$ cat src/rtl/wpma_pkg.sv
// Shared types and constants of the weighted point moment accumulator.
package wpma_pkg;

  localparam int unsigned A_W       = 68;
  localparam int unsigned B_W       = 59;
  localparam int unsigned DV_W      = 41;
  localparam int unsigned RES_W     = 102;
  localparam int unsigned LO_W      = 34;
  localparam int unsigned CNT_W     = 6;
  localparam int unsigned MUL_STEPS = 34;
  localparam int unsigned DIV_STEPS = 59;

  localparam logic OP_MUL = 1'b0;
  localparam logic OP_DIV = 1'b1;

  localparam logic FUNC_CLEAR = 1'b1;

  localparam logic [23:0] MIN_WEIGHT_RESET = 24'd6554;

  localparam logic [1:0] ROW_IDX [6] = '{2'd0, 2'd0, 2'd0, 2'd1, 2'd1, 2'd2};
  localparam logic [1:0] COL_IDX [6] = '{2'd0, 2'd1, 2'd2, 2'd1, 2'd2, 2'd2};

  typedef struct packed {
    logic start;
    logic op;
  } wpma_req_t;

  typedef struct packed {
    logic busy;
    logic done;
  } wpma_sts_t;

endpackage

$ cat src/rtl/wpma_if.sv
// Request, result and configuration channels of the weighted point moment accumulator.
interface wpma_in_if;
  logic               valid;
  logic               ready;
  logic               func;
  logic signed [31:0] point_x;
  logic signed [31:0] point_y;
  logic signed [31:0] point_z;
  logic signed [15:0] normal_x;
  logic signed [15:0] normal_y;
  logic signed [15:0] normal_z;
  logic        [23:0] weight;
  modport source (output valid, func, point_x, point_y, point_z, normal_x, normal_y,
                  normal_z, weight, input ready);
  modport sink (input valid, func, point_x, point_y, point_z, normal_x, normal_y,
                normal_z, weight, output ready);
endinterface

interface wpma_out_if;
  logic               valid;
  logic               ready;
  logic signed [31:0] mean_x;
  logic signed [31:0] mean_y;
  logic signed [31:0] mean_z;
  logic signed [63:0] scatter_xx;
  logic signed [63:0] scatter_xy;
  logic signed [63:0] scatter_xz;
  logic signed [63:0] scatter_yy;
  logic signed [63:0] scatter_yz;
  logic signed [63:0] scatter_zz;
  logic signed [15:0] avg_normal_x;
  logic signed [15:0] avg_normal_y;
  logic signed [15:0] avg_normal_z;
  modport source (output valid, mean_x, mean_y, mean_z, scatter_xx, scatter_xy,
                  scatter_xz, scatter_yy, scatter_yz, scatter_zz, avg_normal_x,
                  avg_normal_y, avg_normal_z, input ready);
  modport sink (input valid, mean_x, mean_y, mean_z, scatter_xx, scatter_xy,
                scatter_xz, scatter_yy, scatter_yz, scatter_zz, avg_normal_x,
                avg_normal_y, avg_normal_z, output ready);
endinterface

interface wpma_cfg_if;
  logic        valid;
  logic        ready;
  logic [23:0] data;
  modport source (output valid, data, input ready);
  modport sink (input valid, data, output ready);
endinterface

$ cat src/rtl/wpma_unit.sv
// Shared shift-add multiplier and restoring divider, one bit per cycle.
module wpma_unit (
  input  logic                           clk,
  input  logic                           rst_n,
  input  wpma_pkg::wpma_req_t            req,
  input  logic [wpma_pkg::A_W-1:0]       a,
  input  logic [wpma_pkg::B_W-1:0]       b,
  input  logic [wpma_pkg::DV_W-1:0]      dv,
  output wpma_pkg::wpma_sts_t            sts,
  output logic [wpma_pkg::RES_W-1:0]     res
);
  import wpma_pkg::*;

  logic             busy_r;
  logic             done_r;
  logic             op_r;
  logic [CNT_W-1:0] cnt_r;
  logic [A_W-1:0]   a_r;
  logic [A_W-1:0]   hi_r;
  logic [LO_W-1:0]  lo_r;
  logic [B_W-1:0]   num_r;
  logic [DV_W-1:0]  rem_r;
  logic [DV_W-1:0]  div_r;
  logic [A_W:0]     mul_sum;
  logic [DV_W:0]    trial;
  logic [DV_W:0]    trial_sub;
  logic             ge;

  assign mul_sum   = {1'b0, hi_r} + (lo_r[0] ? {1'b0, a_r} : '0);
  assign trial     = {rem_r, num_r[B_W-1]};
  assign trial_sub = trial - {1'b0, div_r};
  assign ge        = trial >= {1'b0, div_r};

  always_ff @(posedge clk) begin
    if (!rst_n) begin
      busy_r <= 1'b0;
      done_r <= 1'b0;
      op_r   <= OP_MUL;
      cnt_r  <= '0;
    end else begin
      done_r <= 1'b0;
      if (req.start) begin
        busy_r <= 1'b1;
        op_r   <= req.op;
        cnt_r  <= (req.op == OP_DIV) ? CNT_W'(DIV_STEPS) : CNT_W'(MUL_STEPS);
      end else if (busy_r) begin
        cnt_r <= cnt_r - 1'b1;
        if (cnt_r == CNT_W'(1)) begin
          busy_r <= 1'b0;
          done_r <= 1'b1;
        end
      end
    end
  end

  always_ff @(posedge clk) begin
    if (req.start) begin
      a_r   <= a;
      hi_r  <= '0;
      lo_r  <= b[LO_W-1:0];
      num_r <= b;
      rem_r <= '0;
      div_r <= dv;
    end else if (busy_r) begin
      if (op_r == OP_MUL) begin
        {hi_r, lo_r} <= {mul_sum, lo_r[LO_W-1:1]};
      end else begin
        rem_r <= ge ? trial_sub[DV_W-1:0] : trial[DV_W-1:0];
        num_r <= {num_r[B_W-2:0], ge};
      end
    end
  end

  assign sts.busy = busy_r;
  assign sts.done = done_r;
  assign res = (op_r == OP_MUL) ? {hi_r, lo_r} : {(RES_W - B_W)'(0), num_r};

  a_start_idle: assert property (@(posedge clk) disable iff (!rst_n)
    req.start |-> !busy_r) else $error("unit started while busy");
  a_done_end: assert property (@(posedge clk) disable iff (!rst_n)
    done_r |-> $past(busy_r) && !busy_r) else $error("done without a finished run");
  a_cnt_zero: assert property (@(posedge clk) disable iff (!rst_n)
    !busy_r |-> cnt_r == '0) else $error("step count left over");

endmodule

$ cat src/rtl/weighted_point_moment_accumulator.sv
// Top level: sequencer and moment stores of the weighted point moment accumulator.
// The input channel in_if takes one request per item: func 1 clears all moments,
// func 0 offers a weighted point with its normal. A point whose weight is at or
// below min_weight leaves the moments unchanged. Each request returns exactly
// one result on out_if with the moments after the update.
// The cfg_if channel writes min_weight; it is always ready. The user must write it
// only while idle; the block itself does not enforce this. A point is worked
// through one shared unit that multiplies or divides one bit per cycle.
// An integrated point needs three mean steps, six scatter terms and three normal
// steps. A clear or an ignored point goes straight to the output phase, which
// loads the result register once it is free. in_if.ready is high only while the
// sequencer is idle, so one request is in work at a time, and a new request is
// accepted only once the previous result has been loaded into the output register.
// The result sits in an output register; a new request is accepted while it
// waits, and its own result is held back until the earlier one is taken.
// Synchronous reset zeroes all moments and sets min_weight to 6554.
module weighted_point_moment_accumulator (
  input  logic        clk,
  input  logic        rst_n,
  wpma_in_if.sink     in_if,
  wpma_out_if.source  out_if,
  wpma_cfg_if.sink    cfg_if
);
  import wpma_pkg::*;

  localparam logic [3:0] P_IDLE  = 4'd0;
  localparam logic [3:0] P_WT    = 4'd1;
  localparam logic [3:0] P_MMUL  = 4'd2;
  localparam logic [3:0] P_MDIV  = 4'd3;
  localparam logic [3:0] P_SMUL1 = 4'd4;
  localparam logic [3:0] P_SMUL2 = 4'd5;
  localparam logic [3:0] P_NMUL  = 4'd6;
  localparam logic [3:0] P_NDIV  = 4'd7;
  localparam logic [3:0] P_OUT   = 4'd8;

  logic [3:0]         phase_r;
  logic               wait_r;
  logic [2:0]         idx_r;
  logic [23:0]        min_weight_r;
  logic [39:0]        tw_r;
  logic signed [31:0] mean_r [3];
  logic signed [63:0] sc_r [6];
  logic signed [15:0] nrm_r [3];
  logic signed [32:0] d_r [3];
  logic signed [32:0] e_r [3];
  logic signed [31:0] pt_r [3];
  logic signed [15:0] nin_r [3];
  logic [23:0]        w_r;
  logic [A_W-1:0]     tmp_r;
  logic               out_valid_r;

  wpma_req_t          req;
  wpma_sts_t          sts;
  logic [A_W-1:0]     u_a;
  logic [B_W-1:0]     u_b;
  logic [DV_W-1:0]    u_dv;
  logic [RES_W-1:0]   u_res;

  logic [1:0]         i2;
  logic               norm_ph;
  logic signed [32:0] diff_c;
  logic [32:0]        mag_c;
  logic [32:0]        step_c;
  logic signed [31:0] m_new;
  logic signed [15:0] n_new;
  logic signed [32:0] e_c;
  logic signed [32:0] sd;
  logic signed [32:0] se;
  logic [32:0]        mag_d;
  logic [32:0]        mag_e;
  logic               sc_neg;
  logic [58:0]        term_mag;
  logic [63:0]        term;
  logic [63:0]        sc_old;
  logic [63:0]        sc_sum;
  logic [63:0]        sc_sat;
  logic [40:0]        tw_sum;
  logic               working;
  logic               in_acc;
  logic               unit_done;
  logic               out_load;

  assign i2      = idx_r[1:0];
  assign norm_ph = (phase_r == P_NMUL) || (phase_r == P_NDIV);
  assign in_acc  = in_if.valid && in_if.ready;
  assign unit_done = wait_r && sts.done;
  assign out_load  = (phase_r == P_OUT) && (!out_valid_r || out_if.ready);

  always_comb begin
    if (norm_ph) begin
      diff_c = {{17{nin_r[i2][15]}}, nin_r[i2]} - {{17{nrm_r[i2][15]}}, nrm_r[i2]};
    end else begin
      diff_c = {pt_r[i2][31], pt_r[i2]} - {mean_r[i2][31], mean_r[i2]};
    end
    mag_c  = diff_c[32] ? 33'(-diff_c) : 33'(diff_c);
    step_c = diff_c[32] ? (33'd0 - u_res[32:0]) : u_res[32:0];
    m_new  = mean_r[i2] + step_c[31:0];
    n_new  = nrm_r[i2] + step_c[15:0];
    e_c    = {pt_r[i2][31], pt_r[i2]} - {m_new[31], m_new};
  end

  always_comb begin
    sd       = d_r[ROW_IDX[idx_r]];
    se       = e_r[COL_IDX[idx_r]];
    mag_d    = sd[32] ? 33'(-sd) : 33'(sd);
    mag_e    = se[32] ? 33'(-se) : 33'(se);
    sc_neg   = sd[32] ^ se[32];
    term_mag = {1'b0, u_res[89:32]} + {58'd0, u_res[31]};
    term     = sc_neg ? (64'd0 - {5'd0, term_mag}) : {5'd0, term_mag};
    sc_old   = sc_r[idx_r];
    sc_sum   = sc_old + term;
    if ((sc_old[63] == term[63]) && (sc_sum[63] != sc_old[63])) begin
      sc_sat = sc_old[63] ? {1'b1, 63'd0} : {1'b0, {63{1'b1}}};
    end else begin
      sc_sat = sc_sum;
    end
  end

  assign tw_sum = {1'b0, tw_r} + {17'd0, w_r};

  always_comb begin
    working = 1'b1;
    req.op  = OP_MUL;
    u_a     = '0;
    u_b     = '0;
    u_dv    = {tw_r, 1'b0};
    case (phase_r)
      P_MMUL, P_NMUL: begin
        u_a = {35'd0, mag_c};
        u_b = {35'd0, w_r};
      end
      P_MDIV, P_NDIV: begin
        req.op = OP_DIV;
        u_b    = {tmp_r[57:0], 1'b0} + {19'd0, tw_r};
      end
      P_SMUL1: begin
        u_a = {35'd0, mag_d};
        u_b = {26'd0, mag_e};
      end
      P_SMUL2: begin
        u_a = tmp_r;
        u_b = {35'd0, w_r};
      end
      default: working = 1'b0;
    endcase
    req.start = working && !wait_r;
  end

  wpma_unit u_unit (
    .clk   (clk),
    .rst_n (rst_n),
    .req   (req),
    .a     (u_a),
    .b     (u_b),
    .dv    (u_dv),
    .sts   (sts),
    .res   (u_res)
  );

  always_ff @(posedge clk) begin
    if (!rst_n) begin
      phase_r      <= P_IDLE;
      wait_r       <= 1'b0;
      idx_r        <= '0;
      min_weight_r <= MIN_WEIGHT_RESET;
      tw_r         <= '0;
      out_valid_r  <= 1'b0;
      for (int k = 0; k < 3; k++) begin
        mean_r[k] <= '0;
        nrm_r[k]  <= '0;
      end
      for (int k = 0; k < 6; k++) begin
        sc_r[k] <= '0;
      end
    end else begin
      if (cfg_if.valid && cfg_if.ready) begin
        min_weight_r <= cfg_if.data;
      end
      if (out_load) begin
        out_valid_r <= 1'b1;
      end else if (out_if.valid && out_if.ready) begin
        out_valid_r <= 1'b0;
      end
      if (req.start) begin
        wait_r <= 1'b1;
      end else if (unit_done) begin
        wait_r <= 1'b0;
      end
      case (phase_r)
        P_IDLE: begin
          if (in_acc) begin
            idx_r <= '0;
            if (in_if.func == FUNC_CLEAR) begin
              tw_r <= '0;
              for (int k = 0; k < 3; k++) begin
                mean_r[k] <= '0;
                nrm_r[k]  <= '0;
              end
              for (int k = 0; k < 6; k++) begin
                sc_r[k] <= '0;
              end
              phase_r <= P_OUT;
            end else if (in_if.weight > min_weight_r) begin
              phase_r <= P_WT;
            end else begin
              phase_r <= P_OUT;
            end
          end
        end
        P_WT: begin
          tw_r    <= tw_sum[40] ? {40{1'b1}} : tw_sum[39:0];
          phase_r <= P_MMUL;
        end
        P_MMUL: begin
          if (unit_done) phase_r <= P_MDIV;
        end
        P_MDIV: begin
          if (unit_done) begin
            mean_r[i2] <= m_new;
            d_r[i2]    <= diff_c;
            e_r[i2]    <= e_c;
            if (idx_r == 3'd2) begin
              idx_r   <= '0;
              phase_r <= P_SMUL1;
            end else begin
              idx_r   <= idx_r + 1'b1;
              phase_r <= P_MMUL;
            end
          end
        end
        P_SMUL1: begin
          if (unit_done) phase_r <= P_SMUL2;
        end
        P_SMUL2: begin
          if (unit_done) begin
            sc_r[idx_r] <= sc_sat;
            if (idx_r == 3'd5) begin
              idx_r   <= '0;
              phase_r <= P_NMUL;
            end else begin
              idx_r   <= idx_r + 1'b1;
              phase_r <= P_SMUL1;
            end
          end
        end
        P_NMUL: begin
          if (unit_done) phase_r <= P_NDIV;
        end
        P_NDIV: begin
          if (unit_done) begin
            nrm_r[i2] <= n_new;
            if (idx_r == 3'd2) begin
              idx_r   <= '0;
              phase_r <= P_OUT;
            end else begin
              idx_r   <= idx_r + 1'b1;
              phase_r <= P_NMUL;
            end
          end
        end
        P_OUT: begin
          if (out_load) begin
            phase_r <= P_IDLE;
          end
        end
        default: phase_r <= P_IDLE;
      endcase
    end
  end

  always_ff @(posedge clk) begin
    if (in_acc) begin
      pt_r[0]  <= in_if.point_x;
      pt_r[1]  <= in_if.point_y;
      pt_r[2]  <= in_if.point_z;
      nin_r[0] <= in_if.normal_x;
      nin_r[1] <= in_if.normal_y;
      nin_r[2] <= in_if.normal_z;
      w_r      <= in_if.weight;
    end
    if (unit_done && ((phase_r == P_MMUL) || (phase_r == P_SMUL1) ||
                      (phase_r == P_SMUL2) || (phase_r == P_NMUL))) begin
      tmp_r <= u_res[A_W-1:0];
    end
    if (out_load) begin
      out_if.mean_x       <= mean_r[0];
      out_if.mean_y       <= mean_r[1];
      out_if.mean_z       <= mean_r[2];
      out_if.scatter_xx   <= sc_r[0];
      out_if.scatter_xy   <= sc_r[1];
      out_if.scatter_xz   <= sc_r[2];
      out_if.scatter_yy   <= sc_r[3];
      out_if.scatter_yz   <= sc_r[4];
      out_if.scatter_zz   <= sc_r[5];
      out_if.avg_normal_x <= nrm_r[0];
      out_if.avg_normal_y <= nrm_r[1];
      out_if.avg_normal_z <= nrm_r[2];
    end
  end

  assign in_if.ready  = (phase_r == P_IDLE);
  assign out_if.valid = out_valid_r;
  assign cfg_if.ready = 1'b1;

  a_done_waited: assert property (@(posedge clk) disable iff (!rst_n)
    sts.done |-> wait_r) else $error("unit result with no request outstanding");
  a_idle_quiet: assert property (@(posedge clk) disable iff (!rst_n)
    (phase_r == P_IDLE) |-> !wait_r && !sts.busy) else $error("unit busy while idle");
  a_weight_grows: assert property (@(posedge clk) disable iff (!rst_n)
    (phase_r != P_IDLE) && (phase_r != P_WT) |=> tw_r == $past(tw_r))
    else $error("total weight changed outside its update");

endmodule

$ cat src/flat_wrapper.sv
// flat-port wrapper written by rule: the top's interface ports become plain ports
module weighted_point_moment_accumulator_flat import wpma_pkg::*;
  (clk, rst_n, in_if_valid, in_if_func, in_if_point_x, in_if_point_y, in_if_point_z, in_if_normal_x, in_if_normal_y, in_if_normal_z, in_if_weight, in_if_ready, out_if_valid, out_if_mean_x, out_if_mean_y, out_if_mean_z, out_if_scatter_xx, out_if_scatter_xy, out_if_scatter_xz, out_if_scatter_yy, out_if_scatter_yz, out_if_scatter_zz, out_if_avg_normal_x, out_if_avg_normal_y, out_if_avg_normal_z, out_if_ready, cfg_if_valid, cfg_if_data, cfg_if_ready);
  wpma_in_if in_if_i ();
  wpma_out_if out_if_i ();
  wpma_cfg_if cfg_if_i ();
  input  logic clk;
  input  logic rst_n;
  input wire logic [$bits(in_if_i.valid)-1:0] in_if_valid;
  input wire logic [$bits(in_if_i.func)-1:0] in_if_func;
  input wire logic [$bits(in_if_i.point_x)-1:0] in_if_point_x;
  input wire logic [$bits(in_if_i.point_y)-1:0] in_if_point_y;
  input wire logic [$bits(in_if_i.point_z)-1:0] in_if_point_z;
  input wire logic [$bits(in_if_i.normal_x)-1:0] in_if_normal_x;
  input wire logic [$bits(in_if_i.normal_y)-1:0] in_if_normal_y;
  input wire logic [$bits(in_if_i.normal_z)-1:0] in_if_normal_z;
  input wire logic [$bits(in_if_i.weight)-1:0] in_if_weight;
  output wire logic [$bits(in_if_i.ready)-1:0] in_if_ready;
  output wire logic [$bits(out_if_i.valid)-1:0] out_if_valid;
  output wire logic [$bits(out_if_i.mean_x)-1:0] out_if_mean_x;
  output wire logic [$bits(out_if_i.mean_y)-1:0] out_if_mean_y;
  output wire logic [$bits(out_if_i.mean_z)-1:0] out_if_mean_z;
  output wire logic [$bits(out_if_i.scatter_xx)-1:0] out_if_scatter_xx;
  output wire logic [$bits(out_if_i.scatter_xy)-1:0] out_if_scatter_xy;
  output wire logic [$bits(out_if_i.scatter_xz)-1:0] out_if_scatter_xz;
  output wire logic [$bits(out_if_i.scatter_yy)-1:0] out_if_scatter_yy;
  output wire logic [$bits(out_if_i.scatter_yz)-1:0] out_if_scatter_yz;
  output wire logic [$bits(out_if_i.scatter_zz)-1:0] out_if_scatter_zz;
  output wire logic [$bits(out_if_i.avg_normal_x)-1:0] out_if_avg_normal_x;
  output wire logic [$bits(out_if_i.avg_normal_y)-1:0] out_if_avg_normal_y;
  output wire logic [$bits(out_if_i.avg_normal_z)-1:0] out_if_avg_normal_z;
  input wire logic [$bits(out_if_i.ready)-1:0] out_if_ready;
  input wire logic [$bits(cfg_if_i.valid)-1:0] cfg_if_valid;
  input wire logic [$bits(cfg_if_i.data)-1:0] cfg_if_data;
  output wire logic [$bits(cfg_if_i.ready)-1:0] cfg_if_ready;
  assign in_if_i.valid = in_if_valid;
  assign in_if_i.func = in_if_func;
  assign in_if_i.point_x = in_if_point_x;
  assign in_if_i.point_y = in_if_point_y;
  assign in_if_i.point_z = in_if_point_z;
  assign in_if_i.normal_x = in_if_normal_x;
  assign in_if_i.normal_y = in_if_normal_y;
  assign in_if_i.normal_z = in_if_normal_z;
  assign in_if_i.weight = in_if_weight;
  assign in_if_ready = in_if_i.ready;
  assign out_if_valid = out_if_i.valid;
  assign out_if_mean_x = out_if_i.mean_x;
  assign out_if_mean_y = out_if_i.mean_y;
  assign out_if_mean_z = out_if_i.mean_z;
  assign out_if_scatter_xx = out_if_i.scatter_xx;
  assign out_if_scatter_xy = out_if_i.scatter_xy;
  assign out_if_scatter_xz = out_if_i.scatter_xz;
  assign out_if_scatter_yy = out_if_i.scatter_yy;
  assign out_if_scatter_yz = out_if_i.scatter_yz;
  assign out_if_scatter_zz = out_if_i.scatter_zz;
  assign out_if_avg_normal_x = out_if_i.avg_normal_x;
  assign out_if_avg_normal_y = out_if_i.avg_normal_y;
  assign out_if_avg_normal_z = out_if_i.avg_normal_z;
  assign out_if_i.ready = out_if_ready;
  assign cfg_if_i.valid = cfg_if_valid;
  assign cfg_if_i.data = cfg_if_data;
  assign cfg_if_ready = cfg_if_i.ready;
  weighted_point_moment_accumulator u_core (.clk(clk), .rst_n(rst_n), .in_if(in_if_i), .out_if(out_if_i), .cfg_if(cfg_if_i));
endmodule
$ cat config.mk
export PLATFORM = sky130hd
export DESIGN_NAME = weighted_point_moment_accumulator_flat
export DESIGN_NICKNAME = d
export VERILOG_FILES = /design/src/rtl/wpma_pkg.sv /design/src/rtl/wpma_if.sv /design/src/rtl/wpma_unit.sv /design/src/rtl/weighted_point_moment_accumulator.sv /design/src/flat_wrapper.sv
export SDC_FILE = /design/constraint.sdc
export NUM_CORES = 2
export LEC_CHECK = 0
export ABC_CLOCK_PERIOD_IN_PS = 63400
export BUFFER_PORTS_ARGS = -buffer_cell sky130_fd_sc_hd__buf_2
export CORE_ASPECT_RATIO = 1.4
export CORE_MARGIN = 5
export CORE_UTILIZATION = 30
export CTS_BUF_LIST = sky130_fd_sc_hd__clkbuf_8
export CTS_CLUSTER_SIZE = 16
export DETAILED_ROUTE_END_ITERATION = 8
export PLACE_DENSITY_LB_ADDON = 0.05
export SYNTH_ARGS = -nofsm -noshare
export SYNTH_HDL_FRONTEND = slang
export SYNTH_SLANG_ARGS = --single-unit
$ cat constraint.sdc
create_clock -name clk -period 63.4 [get_ports clk]
set_input_delay 12.68 -clock clk [delete_from_list [all_inputs] [get_ports clk]]
set_output_delay 12.68 -clock clk [all_outputs]
set_load 0.02 [all_outputs]
==> results.py <==
metrics = {
    "sta": {
        "slew_viol_final": 0,
        "hold_viol": 0,
        "setup_tns_ps": 0,
        "tightestPinTransition_ps": 1347,
        "finClkSkew_ps": 124.6,
        "relSlewSlack_pct": 9.259,
        "finalWorstSetupSlack_ps": 47800,
        "final.min_clock_period_ps": 15600,
        "rsz0062_at_grt": "false",
        "fmax_ghz": 0.06409,
        "finalSetupViolations": 0,
        "min_period_over_period_pct": 24.61,
        "whs_ps": 421.8,
    },
    "logic_synthesis": {
        "syn_avg_cell_area_sq_um": 12.02,
        "ys_ff_latch": 2061,
        "yosysTopAreaCell": "edfxtp_1",
        "synthTopCellsByArea": "edfxtp_1 (54%), ha_1 (4.6%), mux4_2 (3.8%)",
        "syn_area_sq_mm": 0.1042,
        "synth_edf_count": 1867,
        "synth-async-reset-ratio_pct": 0,
        "synth_ff_type": "edfxtp_1",
        "seq_area_frac_synth_pct": 57.52,
        "synth_top_area_share_pct": 53.79,
        "synth_fp_nets": 9265,
        "netlist_instances": 8673,
        "ys_warn_count": 0,
        "synth.distinct_cells": 115,
    },
    "place": {
        "portBuffers": 727,
        "dp_worst_setup_slack_ps": 46640,
        "dp_hpwl_um": 295600,
        "gp_congestion": 0.8569,
    },
    "worst_setup_path": {
        "cp.required_ps": 63980,
        "cpPeakStageDelay_ps": 730,
        "crit_arrival_ps": 16190,
        "cp_slowest_cell": "buf_4",
        "path_cells": "buf_2, nand3_1, nor4_1, nand2_2, inv_2, buf_4",
        "start_kind": "input pin",
        "path_class": "in2reg",
        "cp_top_family": "buffers and inverters",
        "end_kind": "register",
        "path_buf_inv": 3,
        "crit_fanout": 49,
    },
    "pwr": {
        "finalPower_mw": 4.203,
        "p_per_area_mw_per_mm2": 35.03,
        "p_leak_nw": 45.85,
        "peakVddDrop_v": 0.00001984,
    },
    "final_layout": {
        "synthToLayoutAreaGrowth_pct": 15.13,
        "nets": 10100,
        "drive_gt1_share_pct": 18.98,
        "fillers": 34850,
        "final_util_pct": 34.62,
    },
    "clock_tree": {
        "clk_latency_ps": 1060,
        "cts_hold_buf": 0,
        "tritoncts": "built",
        "cts_setup_buffers": 0,
        "cts_resized": 0,
        "htreeDepth": 5,
        "clock_path_buffers": 4,
        "clk_pin_slew_ps": 70,
        "clock_sinks": 2061,
        "numCtsBuffers": 355,
        "cts-root-buf": "clkbuf_8",
    },
    "detailed_routing": {
        "drt_iter0_drc": 4659,
        "wirelength_um": 394200,
        "drt.antenna.violating_nets": 0,
        "wl_per_cell_um": 27.29,
        "num_vias": 72570,
        "vias_per_cell": 5.025,
        "route.detailed.drc": 0,
        "dr.pass1.iters": 8,
    },
    "die": {
        "fp.dieW_um": 508.1,
        "dieArea_sq_mm": 0.3595,
        "initial_core_util_pct": 30.07,
        "core_sq_mm": 0.3466,
        "die-height_um": 707.4,
        "num_rows": 256,
        "io_pins": 729,
    },
    "grt": {
        "antenna_found_initial": 13,
        "grt_max_degree": 153,
        "grt_pass1_vias": 74810,
        "overflow": 0,
        "track_usage_pct": 21.18,
        "grt_pass1_wl_um": 554000,
    },
    "flow_run": {
        "cap_viol_max_count": 0,
    },
    "worst_hold_path": {
        "hold_class": "reg2reg",
    },
    "status": {
        "outcome": "finished, final reports clean",
    },
}
-- sequential cells by signal, indices dropped and copies added (netlist names), 34 cells and up, named ones only --
name	flops
out_if_scatter_xx	64
out_if_scatter_xy	64
out_if_scatter_xz	64
out_if_scatter_yy	64
out_if_scatter_yz	64
out_if_scatter_zz	64
u_core.d_r	99
u_core.e_r	99
u_core.mean_r	128
u_core.nin_r	48
u_core.nrm_r	64
u_core.pt_r	96
u_core.sc_r	512
u_core.tmp_r	68
u_core.tw_r	40
u_core.u_unit.a_r	68
u_core.u_unit.div_r	40
u_core.u_unit.hi_r	68
u_core.u_unit.lo_r	34
u_core.u_unit.num_r	59
u_core.u_unit.rem_r	41
-- layer usage --
metal  vias up  track usage [%]  wire (um)
met5         -                0          0
met3       509            2.466      14330
met2      1851            40.97     214600
met4         0            8.020      16630
li1      33860                -          -
met1     36350            23.44     148600
-- worst paths after layout --
kind / startpoint / endpoint / slack [ps] / cells past startpoint
hold reg to reg: u_core.sc_r[0][39]$_SDFFCE_PN0P_ / out_if_scatter_xx[39]$_DFFE_PP_ / 420 / 0
hold / removal: u_core.sc_r[0][39]$_SDFFCE_PN0P_ / out_if_scatter_xx[39]$_DFFE_PP_ / 420 / 0
setup / recovery: rst_n / u_core.e_r[2][9]$_DFFE_PP_ / 47800 / 6
setup reg to reg: register / u_core.e_r[2][28]$_DFFE_PP_ / 49070 / 44
-- metrics by stage --
step / area, sq um / instances
after floorplan: 104200 / 8673
after global placement: 113400 / 13800
after detailed placement: 113400 / 13800
after CTS: 120000 / 14430
after global routing: 120000 / 14440
final: 120000 / 14440
-- cells in the mapped netlist, types with 21 or more instances --
cell type,count
o221ai_1,29
xor2_1,192
mux4_2,175
a21oi_1,522
o21a_1,78
a31oi_1,64
a21o_1,199
edfxtp_1,1867
o21bai_1,68
nor4_1,27
nand2_1,619
buf_1,39
inv_2,60
nand3_1,131
and2_1,100
nand4_1,59
and4_1,21
a21oi_4,58
ha_1,384
nand2b_1,54
and3_1,100
dfxtp_1,194
inv_1,380
mux2i_1,145
nor2_1,947
a22oi_1,92
mux2_2,99
a221oi_1,31
nor2b_1,103
nor3_1,89
xnor2_1,360
clkbuf_1,322
a211oi_1,31
o31ai_1,74
or3_1,36
o21ai_0,501
o211ai_1,21
or2_2,26
-- power by group --
part / total (mW) / switching, mW / internal (mW)
registers: 1.77 / 0.0943 / 1.67
logic: 1.26 / 0.855 / 0.408
clock network: 1.17 / 0.587 / 0.586
-- placed cells by master, fill, tap and decap left out, types with 187 or more instances in the layout --
cell / count
edfxtp_1: 1867
nor2_1: 937
buf_2: 727
nand2_1: 600
a21oi_1: 520
o21ai_0: 500
inv_1: 498
ha_1: 384
clkbuf_8: 368
xnor2_1: 357
a21o_1: 199
xor2_1: 192
dfxtp_1: 187
-- cells by family (layout without fill, tap and decap cells) --
logic type	count (synthesis)	after routing	synth area share, %
other cells	1	8	0.003598
mux	421	421	6.279
simple gates	2391	2391	10.59
buf+inv	840	1957	3.267
xor+xnor	553	553	4.661
compound gates	2007	2007	12.83
fa+ha+maj	399	399	4.850
flops	2061	2061	57.52
-- layout make-up --
class / count / area (sq um) / share of cell area, %
antenna: 7 / 17.52 / 0.01460
tap: 4644 / 5811 / 4.843
clock buffer: 368 / 5065 / 4.221
inverter: 442 / 1674 / 1.395
clock inverter: 271 / 1520 / 1.267
multi-input combinational: 5772 / 41130 / 34.28
sequential: 2061 / 59970 / 49.98
timing repair buffer: 876 / 4795 / 3.996
No activity file was read; power rests on OpenSTA's default activity.
